$ cat src/design/rtoc_pkg.sv
// Package: shared types and constants for the relay/triac output controller.
`default_nettype none
package rtoc_pkg;
	localparam int NumOutputsDef  = 16;
	localparam int NumChannelsDef = 4;
	localparam int NumButtonsDef  = 5;
	localparam int CfgIdxW        = 3;
	localparam logic [8:0] PulseRelay = 9'h100;
	localparam logic [7:0] RelayBits  = 8'h55;
	localparam logic [6:0] MsPerTenth = 7'd100;

	typedef enum logic [2:0] {
		ACT_TICK   = 3'd0,
		ACT_WRITE  = 3'd1,
		ACT_SET    = 3'd2,
		ACT_TOGGLE = 3'd3,
		ACT_DELAY  = 3'd4
	} action_t;

	typedef enum logic [1:0] {
		WM_SET    = 2'd0,
		WM_CLEAR  = 2'd1,
		WM_TOGGLE = 2'd2
	} write_mode_t;

	typedef enum logic [CfgIdxW-1:0] {
		CFG_TRIACS_DISABLED = 3'd0,
		CFG_ENABLE          = 3'd1,
		CFG_ANTICHATTER     = 3'd2,
		CFG_LONG_PRESS      = 3'd3,
		CFG_PULSE           = 3'd4,
		CFG_TRIAC_PHASE     = 3'd5
	} cfg_idx_t;

	typedef struct packed {
		logic        triacs_disabled;
		logic        controller_enable;
		logic [15:0] antichatter_ms;
		logic [15:0] long_press_ms;
		logic [15:0] pulse_ms;
		logic [15:0] triac_phase_ms;
	} cfg_t;

	typedef struct packed {
		logic [2:0]  action;
		logic [31:0] now_ms;
		logic [4:0]  button_pins;
		logic [1:0]  write_mode;
		logic [15:0] write_mask;
		logic [3:0]  channel;
		logic        channel_value;
		logic [15:0] delay_tenths;
	} item_t;
endpackage
`default_nettype wire

$ cat src/design/rtoc_if.sv
// Interfaces: item, result and configuration channels.
`default_nettype none


interface rtoc_cfg_if import rtoc_pkg::*; ();
	logic               valid;
	logic               ready;
	logic [CfgIdxW-1:0] index;
	logic [15:0]        wdata;
	modport source (output valid, output index, output wdata, input ready);
	modport sink (input valid, input index, input wdata, output ready);
endinterface
`default_nettype wire

$ cat src/design/rtoc_cfg.sv
// Configuration register file.
`default_nettype none
module rtoc_cfg import rtoc_pkg::*; (
	input  wire logic clk,
	input  wire logic arst_n,
	rtoc_cfg_if.sink  cfg,
	output cfg_t      regs
);
	cfg_t regs_q;
	assign cfg.ready = 1'b1;
	assign regs = regs_q;
	always_ff @(posedge clk or negedge arst_n) begin
		if (!arst_n) begin
			regs_q <= '{1'b0, 1'b1, 16'd200, 16'd3000, 16'd500, 16'd100};
		end else if (cfg.valid) begin
			case (cfg_idx_t'(cfg.index))
				CFG_TRIACS_DISABLED: regs_q.triacs_disabled   <= cfg.wdata[0];
				CFG_ENABLE:          regs_q.controller_enable <= cfg.wdata[0];
				CFG_ANTICHATTER:     regs_q.antichatter_ms    <= cfg.wdata;
				CFG_LONG_PRESS:      regs_q.long_press_ms     <= cfg.wdata;
				CFG_PULSE:           regs_q.pulse_ms          <= cfg.wdata;
				CFG_TRIAC_PHASE:     regs_q.triac_phase_ms    <= cfg.wdata;
				default: ;
			endcase
		end
	end
endmodule
`default_nettype wire

$ cat src/flat_wrapper.sv
// flat-port wrapper written by rule: the top's interface ports become plain ports
module rtoc_cfg_flat import rtoc_pkg::*;
  (clk, arst_n, regs, cfg_valid, cfg_index, cfg_wdata, cfg_ready);
  rtoc_cfg_if cfg_i ();
  input  wire logic clk;
  input  wire logic arst_n;
  output cfg_t regs;
  input wire logic [$bits(cfg_i.valid)-1:0] cfg_valid;
  input wire logic [$bits(cfg_i.index)-1:0] cfg_index;
  input wire logic [$bits(cfg_i.wdata)-1:0] cfg_wdata;
  output wire logic [$bits(cfg_i.ready)-1:0] cfg_ready;
  assign cfg_i.valid = cfg_valid;
  assign cfg_i.index = cfg_index;
  assign cfg_i.wdata = cfg_wdata;
  assign cfg_ready = cfg_i.ready;
  rtoc_cfg u_core (.clk(clk), .arst_n(arst_n), .cfg(cfg_i), .regs(regs));
endmodule
$ cat config.mk
export PLATFORM = sky130hd
export DESIGN_NAME = rtoc_cfg_flat
export DESIGN_NICKNAME = d
export VERILOG_FILES = /design/src/design/rtoc_pkg.sv /design/src/design/rtoc_if.sv /design/src/design/rtoc_cfg.sv /design/src/flat_wrapper.sv
export SDC_FILE = /design/constraint.sdc
export NUM_CORES = 1
export LEC_CHECK = 0
export CAP_MARGIN = 30
export CORE_MARGIN = 2
export CORE_UTILIZATION = 30
export DETAILED_ROUTE_END_ITERATION = 8
export DONT_BUFFER_PORTS = 1
export MAX_ROUTING_LAYER = met4
export SYNTH_ARGS = -nofsm -noshare
export SYNTH_HDL_FRONTEND = slang
export SYNTH_SLANG_ARGS = --single-unit
$ cat constraint.sdc
create_clock -name clk -period 1.1 [get_ports clk]
set_clock_uncertainty 0.1 [all_clocks]
set_input_delay 0.22 -clock clk [delete_from_list [all_inputs] [get_ports clk]]
set_output_delay 0.22 -clock clk [all_outputs]
set_load 0.005 [all_outputs]
==> Yosys cells after proc, flatten, opt, wreduce, memory -nomap -nowiden <==
Index checks and enable logic that the tools add are counted.
{ "totals": {"register_bits": 66, "output_inout_bits": 67} }
{ "op_classes": {"n_eq_ne": 5, "n_reduce_logical": 7} }
{ "ops": {"columns": ["cell", "count"], "rows": [
  ["$reduce_and 2->1", 6],
  ["$eq 3x2->1 const B", 2],
  ["$eq 3x3->1 const B", 2],
  ["$eq 3x1->1 const B", 1],
  ["$logic_not 3->1", 1]
]} }

==> Depth between registers and ports, before layout <==
Gate-level depths: netlist of run 1.
{ "logic_depth": {"word_depth": 2, "mapped_depth": 4, "depth_no_buf": 2} }

==> Worst setup path after synthesis of run 1 <==
OpenSTA, ideal clock, no wires.
{ "synth_path": {"path_kind": "in2reg", "start": "input port cfg_index[2]", "end": "register u_core.regs_q, in the netlist u_core.regs[53]", "setup_ns": 0.125, "t_arrival_ns": 1.057, "t_required_ns": 0.875, "path_slack_ns": -0.182, "stages": 4, "path_cell_list": "and4bb_1 buf_6 buf_6 mux2_4"} }
{ "synth_via": {"elab_chain_cells": 2} }
{ "synth_lines": {"columns": ["item", "line_no", "source"], "rows": [
  ["start, declared", "flat_wrapper.sv:9", "input wire logic [$bits(cfg_i.index)-1:0] cfg_index;"],
  ["$eq 3x2->1", "rtoc_cfg.sv:16", "case (cfg_idx_t'(cfg.index))"],
  ["$reduce_and 2->1 (no line)", null, null],
  ["end signal, assigned", "rtoc_cfg.sv:14", "regs_q <= '{1'b0, 1'b1, 16'd200, 16'd3000, 16'd500, 16'd100};"],
  ["end, declared", "rtoc_cfg.sv:9", "cfg_t regs_q;"]
]} }
No other way between the ends.
A chain may end at the register's enable or synchronous reset.

==> Worst setup path in the final report of run 1 <==
{ "layout_path": {"start": "register u_core.regs_q, in the netlist u_core.regs[54]", "end": "output port regs[54] in the netlist's numbering"} }
{ "layout_lines": {"columns": ["item", "line_no", "source"], "rows": [
  ["end, declared", "flat_wrapper.sv:7", "output cfg_t regs;"]
]} }
No word-level cell between the ends.

==> metrics.cfg, run 1 <==
[run_status]
run_status = finished with violations
violated_checks = hold timing, setup timing

[finish]
final_common_cell = sky130_fd_sc_hd__dfrtp_1
final_nets = 196
largest_reg_flops = 66
most-common-layout-cells = sky130_fd_sc_hd__dfrtp_1, sky130_fd_sc_hd__mux2_2, sky130_fd_sc_hd__mux2_4
drive_above_1_share_pct = 63.1
flow.area_growth_from_synthesis_pct = 22.2
final_util_pct = 37.4
insertedDiodeCount = 0
instances_no_fill = 287

[routing]
drc = 0
final_antenna_net_count = 0
first_iter_violations = 28
detailedRoute.firstPassIterationCount = 3
postRouteWirelength_um = 5310
routed_via_density = 4.63
detail_route.wl_per_cell_um = 18.5
vias = 1328

[critical_path]
r2r-end = u_core.regs[26]
cp.depth = 0
timing.critical_path.arrival_ns = 0.88
worstPathRequired_ns = 0.78
r2r_slack_ns = 0.20
path_max_fanout = 2
setup.worst_path.class = flop to output pin
cp-start-kind = flop
end_kind = output pin
worst_r2r_startpoint = u_core.regs[26]
reg2reg_depth = 1

[run]
max_cap_viol_count = 0

[pwr]
power.share.combinational_pct = 11.7
ir_drop_uv = 643
power.density_cell_area_nw_per_um2 = 2020
p_leak_uw = 0.00139
netSwitchingFraction_pct = 23.8
switchingPower_uw = 1560
cell_internal_power_uw = 4990
power_frac_clock_pct = 34.7
seq_power_share_pct = 53.7

[grt]
grt_antenna_before_repair = 0
grt_max_degree = 67
globalRoute.totalOverflow = 0
grt_pass1_wl_um = 8510
globalRouteTotalUtil_pct = 12.1
number_of_global_route_vias_before_repair = 1466

[clock_tree]
cts_made_buffers = 9
clk_latency_ns = 0.33
cts_num_sinks = 66
post_cts_hold_buffer_count = 16
path_clk_slew_ns = 0.08
max_clock_buf_depth = 2
tritoncts_clock_tree = done
htree_num_levels = 3
clk_root_buffer_cell = sky130_fd_sc_hd__clkbuf_8
post_cts.resized_instances = 0
post-cts-setup-buffers = 0

[synthesis]
synth.mux.area_fraction_pct = 30.8
syn_area_per_cell_sq_um = 18.2
synth-compound-area-share_pct = 0
synth_cell_types = 12
ys_seq_area_share_pct = 63.1
synth_warn = 0
synth_xor_xnor_area_share_pct = 0
synth_simple_gate_area_share_pct = 2.87
main_combinational_cell_family_by_area_after_synthesis = multiplexers
flip_flop_and_latch_count_after_synthesis = 66
synth-adder-area-share_pct = 0
post_synth_instance_area_sq_um = 2660
syn-num-nets = 168
synthCells = 146

[floorplan]
chipHeight_um = 98.1
start_util_pct = 30.6
core.rowCount = 34
io_pins = 89
placeableCoreArea_sq_um = 8680
floorplan.die.width_um = 98.1
design.die.area_sq_um = 9630

[placement]
dp_worst_setup_slack_ns = -0.225
dpl.cell_count = 255
gp_congestion = 0.701
numPortBuffers = 0
post_detail_place_hpwl_um = 3570

[timing]
drv_slew = 0
totalNegativeSetupSlack_ns = -1.86
post-route-period-util_pct = 109
setup-violations-final = 20
hold_ws_ns = -0.533
final.min_clock_period_ns = 1.20
setup_slack_ns = -0.103
finalHoldViolCount = 66
rsz0062_at_grt = yes
fmaxAchievable_mhz = 831

[worst_hold_path]
timing.hold.worst.class = input pin to async pin

[power groups by stage]
stage | registers (uW) | clock network, uW | logic, uW
6_report | 3520 | 2270 | 763
5_1_grt | 3590 | 2500 | 831
4_1_cts | 3530 | 2380 | 773
3_5_place_dp | 3570 | 0 | 700
3_3_place_gp | 3570 | 0 | 674
2_1_floorplan | 3420 | 0 | 638
[final cells by class]
| type | instances | area, sq um |
|---|---|---|
| flip-flops and latches | 66 | 1680 |
| clock buffers | 10 | 138 |
| multi-input cells | 73 | 927 |
| well taps | 108 | 135 |
| repair buffers | 24 | 283 |
| clock inverters | 6 | 90.1 |
| fillers | 821 | 5430 |
[cells by family (layout without fill, tap and decap cells)]
logic type,Yosys count,count (layout)
flops,66,66
mux,66,66
simple gates,6,6
other cells,1,1
buf+inv,7,40
[cell usage after synthesis]
library cell	n	area, sq um
sky130_fd_sc_hd__buf_6	5	56.3
sky130_fd_sc_hd__nand4b_2	2	30.0
sky130_fd_sc_hd__buf_12	1	20.0
sky130_fd_sc_hd__nor4b_1	1	8.76
sky130_fd_sc_hd__mux2_2	46	518
sky130_fd_sc_hd__and4bb_2	1	12.5
sky130_fd_sc_hd__dfrtp_1	46	1150
sky130_fd_sc_hd__dfstp_2	20	526
sky130_fd_sc_hd__conb_1	1	3.75
sky130_fd_sc_hd__mux2_4	20	300
sky130_fd_sc_hd__buf_4	1	7.51
sky130_fd_sc_hd__and4bb_1	2	25.0
[stage by stage]
stage / instance area [sq um] / hold WS, ns / total power, uW
3_3_place_gp: 2860 / -0.174 / 4240
3_5_place_dp: 2860 / -0.174 / 4270
6_report: 3250 / -0.533 / 6550
5_1_grt: 3250 / -0.569 / 6910
4_1_cts: 3250 / -0.560 / 6680
2_1_floorplan: 2690 / -0.176 / 4060
[timing repair]
| action | CTS | global route |
|---|---|---|
| endpoints found under the hold margin | 132 | 66 |
| cloned | 0 | 0 |
| setup endpoints to repair | 22 | 41 |
[worst max-delay path by stage]
stage,slack [ns],from,to
detailed placement,-0.22,cfg_index[2],u_core.regs[52]
floorplan,-0.17,cfg_index[2],u_core.regs[53]
finish,-0.10,u_core.regs[54],regs[54]
CTS,-0.14,u_core.regs[54],regs[54]
global placement,-0.20,cfg_index[2],u_core.regs[52]
global route,-0.15,u_core.regs[54],regs[54]
[routing by layer]
metal	up-vias	wire [um]	global-route usage, %
met5	-	0	-
met4	0	75	5.06
met3	10	457	4.72
met2	63	2510	17.9
met1	675	2270	14.9
li1	580	-	-
Note: power is estimated with default switching activity, not from simulation.
==> run 2: changes to the inputs <==
Settings changed: GPL_TIMING_DRIVEN set to 0, SETUP_SLACK_MARGIN set to 0.5.
==> metrics.cfg, run 2 (same netlist as run 1, synthesis figures left out) <==
[timing]
finalHoldViolCount = 132  ; +100%
totalNegativeSetupSlack_ns = -1.92  ; -0.0578 ns
post-route-period-util_pct = 110  ; +0.40 points
setup-violations-final = 20  ; unchanged
drv_slew = 0  ; unchanged
hold_ws_ns = -0.527  ; +0.00628 ns
fmaxAchievable_mhz = 828  ; -0.37%
final.min_clock_period_ns = 1.21  ; +0.00445 ns
setup_slack_ns = -0.108  ; -0.00445 ns
rsz0062_at_grt = yes

[grt]
grt_max_degree = 67  ; unchanged
grt_antenna_before_repair = 0  ; unchanged
number_of_global_route_vias_before_repair = 1550  ; +5.7%
globalRoute.totalOverflow = 0  ; unchanged
grt_pass1_wl_um = 9600  ; +13%
globalRouteTotalUtil_pct = 13.6  ; +1.5 points

[placement]
placed_cell_area_sq_um = 2850  ; -0.44%
numPortBuffers = 0  ; unchanged
gp_congestion = 0.724  ; +3.2%
post_detail_place_hpwl_um = 3440  ; -3.8%

[finish]
flow.area_growth_from_synthesis_pct = 29.0
finish.instance_area_sq_um = 3430  ; +5.6%
largest_reg_flops = 66  ; unchanged
drive_above_1_share_pct = 69.8  ; +6.7 points
insertedDiodeCount = 0  ; unchanged
final_util_pct = 39.5  ; +2.1 points
fillers = 802  ; -2.3%
final_nets = 196  ; unchanged
final_common_cell = sky130_fd_sc_hd__mux2_4
most-common-layout-cells = sky130_fd_sc_hd__mux2_4, sky130_fd_sc_hd__dfrtp_1, sky130_fd_sc_hd__dfstp_2

[critical_path]
path_max_fanout = 2  ; unchanged
timing.critical_path.arrival_ns = 0.89  ; about the same
r2r_slack_ns = 0.18  ; -0.02 ns
worst_r2r_startpoint = u_core.regs[49]
cp-start-kind = flop
end_kind = output pin
r2r-end = u_core.regs[49]
setup.worst_path.class = flop to output pin
worstPathRequired_ns = 0.78  ; about the same
reg2reg_depth = 1  ; unchanged

[clock_tree]
path_clk_slew_ns = 0.07  ; about the same
htree_num_levels = 3  ; unchanged
tritoncts_clock_tree = done
clk_root_buffer_cell = sky130_fd_sc_hd__clkbuf_8
clk_latency_ns = 0.33  ; about the same
cts_made_buffers = 9  ; unchanged
cts_num_sinks = 66  ; unchanged
max_clock_buf_depth = 2  ; unchanged

[pwr]
switchingPower_uw = 1500  ; -3.7%
power.density_cell_area_nw_per_um2 = 1820  ; -9.8%
netSwitchingFraction_pct = 24.0  ; +0.27 points
p_leak_uw = 0.00161  ; +16%
power_frac_clock_pct = 27.7  ; -7.0 points
cell_internal_power_uw = 4740  ; -5.1%
power.share.combinational_pct = 15.4  ; +3.7 points
ir_drop_uv = 680  ; +5.8%
seq_power_share_pct = 56.9  ; +3.2 points

[routing]
route.top_layer_used = met4
detailedRoute.firstPassIterationCount = 3  ; unchanged
final_antenna_net_count = 0  ; unchanged
postRouteWirelength_um = 5860  ; +10%
met3WireLength_um = 515  ; +13%
drc = 0  ; unchanged
routed_via_density = 4.70  ; +1.7%
met1Wirelength_um = 2580  ; +14%
vias = 1350  ; +1.7%
first_iter_violations = 34  ; +21%
wl_met2_um = 2700  ; +7.5%
detail_route.wl_per_cell_um = 20.4  ; +10%

[run_status]
violated_checks = hold timing, setup timing
run_status = finished with violations

[floorplan]
chipHeight_um = 98.1  ; unchanged
floorplan.die.width_um = 98.1  ; unchanged
io_pins = 89  ; unchanged
core.rowCount = 34  ; unchanged
placeableCoreArea_sq_um = 8680  ; unchanged
design.die.area_sq_um = 9630  ; unchanged
start_util_pct = 30.6  ; unchanged

[run]
max_cap_viol_count = 0  ; unchanged

[worst_hold_path]
timing.hold.worst.class = input pin to async pin

==> run 2: changes by cell type in the layout (fill, tap and decap cells not counted), sizes merged <==
| cell | previous run | this run |
|---|---|---|
| bufinv | 2 | 0 |
| dlygate4sd3 | 16 | 0 |
| clkinv | 0 | 1 |
| clkbuf | 10 | 15 |
| buf | 8 | 24 |
| clkinvlp | 4 | 0 |
==> run 2: power by group through the flow <==
stage                     clock, uW  combinational [uW]  sequential, uW
after global routing           1920                1040            3630
after detailed placement          0                 709            3570
after CTS                      1830                 970            3560
after floorplan                   0                 650            3420
final                          1730                 962            3550
after global placement            0                 679            3570
==> run 2: through the flow <==
stage	total power, uW	std cells	setup WS [ns]
after floorplan	4070	146	-0.169
after global placement	4250	254	-0.271
after detailed placement	4280	254	-0.278
after CTS	6350	287	-0.128
after global routing	6580	287	-0.146
final	6240	287	-0.108
==> run 2: worst max-delay path by stage <==
stage | from | end | slack, ns | cells after the start
finish | u_core.regs[35] | regs[35] | -0.11 | 0
global placement | cfg_index[2] | u_core.regs[58] | -0.27 | 4
global route | u_core.regs[35] | regs[35] | -0.15 | 0
floorplan | cfg_index[2] | u_core.regs[53] | -0.17 | 4
detailed placement | cfg_index[2] | u_core.regs[53] | -0.28 | 4
CTS | u_core.regs[64] | regs[64] | -0.13 | 0
==> run 2: repair_timing <==
| item | in CTS | in global routing |
|---|---|---|
| cloned | 2 | 0 |
| setup endpoints to repair | 132 | 132 |
| hold endpoints to repair | 132 | 132 |
| resized for setup | 55 | 0 |
| pin swaps | 0 | 1 |
| setup buffers | 15 | 0 |
==> run 2: layout make-up <==
class / count / area [sq um] / share of cell area [%]
clock buffers: 15 / 156 / 4.56
clock inverters: 1 / 5.00 / 0.146
multi-input cells: 73 / 1100 / 32.1
repair buffers: 17 / 248 / 7.22
well taps: 108 / 135 / 3.94
flip-flops and latches: 66 / 1680 / 48.9
plain buffers: 7 / 110 / 3.21
==> run 2: routing by layer <==
layer | track usage, % | up-vias
li1 | - | 574
met1 | 17.2 | 707
met2 | 19.4 | 62
met3 | 6.23 | 7
met4 | 4.43 | 0
met5 | - | -
==> run 3: changes to the inputs <==
Settings changed: RECOVER_POWER set to 25.
Clock period 1.1 ns to 1 ns, I/O delays scaled along.
==> metrics.cfg, run 3 (same netlist as run 1, synthesis figures left out) <==
[pwr]
final_total_pwr_uw = 6830  ; +9.5%
p_leak_uw = 0.00158  ; -1.7%
ir_drop_uv = 749  ; +10%
power.density_cell_area_nw_per_um2 = 2010  ; +11%

[placement]
dpl.cell_count = 254  ; unchanged
gp_congestion = 0.724  ; unchanged
numPortBuffers = 0  ; unchanged
placed_cell_area_sq_um = 2850  ; unchanged
post_detail_place_hpwl_um = 3440  ; unchanged
dp_worst_setup_slack_ns = -0.358  ; -0.0800 ns

[clock_tree]
clk_root_buffer_cell = sky130_fd_sc_hd__clkbuf_8
path_clk_slew_ns = 0.07  ; about the same
max_clock_buf_depth = 2  ; unchanged
cts_made_buffers = 9  ; unchanged
cts_num_sinks = 66  ; unchanged
clk_latency_ns = 0.33  ; about the same
htree_num_levels = 3  ; unchanged
tritoncts_clock_tree = done

[routing]
detail_route.wl_per_cell_um = 20.0  ; -1.9%
vias = 1357  ; +0.52%
first_iter_violations = 32  ; -5.9%
detailedRoute.firstPassIterationCount = 4  ; +1
final_antenna_net_count = 0  ; unchanged
postRouteWirelength_um = 5720  ; -2.3%
routed_via_density = 4.74  ; +0.87%
drc = 0  ; unchanged

[finish]
insertedDiodeCount = 0  ; unchanged
flow.area_growth_from_synthesis_pct = 27.9
final_nets = 195  ; -0.51%
final_common_cell = sky130_fd_sc_hd__mux2_4
drive_above_1_share_pct = 69.7  ; -0.17 points
largest_reg_flops = 66  ; unchanged
instances_no_fill = 286  ; -0.35%
most-common-layout-cells = sky130_fd_sc_hd__mux2_4, sky130_fd_sc_hd__dfrtp_1, sky130_fd_sc_hd__dfstp_2
finish.instance_area_sq_um = 3400  ; -0.91%

[critical_path]
worstPathRequired_ns = 0.70  ; -0.08 ns
timing.critical_path.arrival_ns = 0.89  ; about the same
setup.worst_path.class = flop to output pin
worst_r2r_startpoint = u_core.regs[49]
path_max_fanout = 2  ; unchanged
r2r_slack_ns = 0.10  ; -0.08 ns
r2r-end = u_core.regs[49]
cp-start-kind = flop
worst_setup_path_startpoint = u_core.regs[35]
end_kind = output pin
reg2reg_depth = 1  ; unchanged

[floorplan]
floorplan.die.width_um = 98.1  ; unchanged
chipHeight_um = 98.1  ; unchanged
design.die.area_sq_um = 9630  ; unchanged
io_pins = 89  ; unchanged
placeableCoreArea_sq_um = 8680  ; unchanged
core.rowCount = 34  ; unchanged
start_util_pct = 30.6  ; unchanged

[worst_hold_path]
timing.hold.worst.class = input pin to async pin

[timing]
drv_slew = 0  ; unchanged
setup_slack_ns = -0.187  ; -0.0789 ns
setup-violations-final = 71  ; +250%
finalHoldViolCount = 132  ; unchanged
post-route-period-util_pct = 119
rsz0062_at_grt = yes
hold_ws_ns = -0.546  ; -0.0197 ns
final.min_clock_period_ns = 1.19
totalNegativeSetupSlack_ns = -5.08  ; -3.15 ns
fmaxAchievable_mhz = 843

[grt]
grt_pass1_wl_um = 9320  ; -2.9%
globalRoute.totalOverflow = 0  ; unchanged
grt_max_degree = 67  ; unchanged
grt_antenna_before_repair = 0  ; unchanged
globalRouteTotalUtil_pct = 13.2  ; -0.39 points
number_of_global_route_vias_before_repair = 1547  ; -0.19%

[run_status]
violated_checks = hold timing, setup timing
run_status = finished with violations

[run]
max_cap_viol_count = 0  ; unchanged

-- run 3: cell count changes in the layout (fill, tap and decap cells not counted), sizes merged --
| cell | previous run | this run |
|---|---|---|
| buf | 24 | 23 |
-- run 3: how the worst max path moves through the flow --
stage	depth (start not counted)	endpoint	slack, ns
global route	0	regs[35]	-0.23
floorplan	4	u_core.regs[53]	-0.25
global placement	4	u_core.regs[58]	-0.35
finish	0	regs[35]	-0.19
detailed placement	4	u_core.regs[53]	-0.36
CTS	0	regs[64]	-0.21
-- run 3: through the flow --
stage | hold slack [ns] | util (%)
after floorplan | -0.196 | -
after global placement | -0.194 | 32.8
after detailed placement | -0.194 | 32.8
after CTS | -0.575 | 38.9
after global routing | -0.579 | 39.2
final | -0.546 | 39.2
-- run 3: where the power goes --
group	internal (uW)	total, uW	switching [uW]
clock network	970	1900	934
logic	818	1030	212
registers	3400	3900	496
total	5190	6830	1640
-- run 3: final cells by class --
type | instances | area (sq um)
buffer | 7 | 105
sequential | 66 | 1680
tap | 108 | 135
clock buffer | 15 | 156
multi-input combinational | 73 | 1080
fill | 804 | 5280
clock inverter | 1 | 5.00
timing repair buffer | 16 | 236
-- run 3: per-layer routing --
layer	global-route usage, %	share of wire (%)	vias up
met5	-	0	-
met4	4.43	1.0	0
met3	6.44	9.3	7
met2	19.0	47	67
met1	16.3	43	709
li1	-	-	574
-- run 3: what timing repair did --
item,in CTS,in global routing
endpoints found under the hold margin,132,132
setup endpoints to repair,132,132
buffers inserted,14,0
gates resized for setup,43,6
pin swaps,0,1
gates cloned,2,0
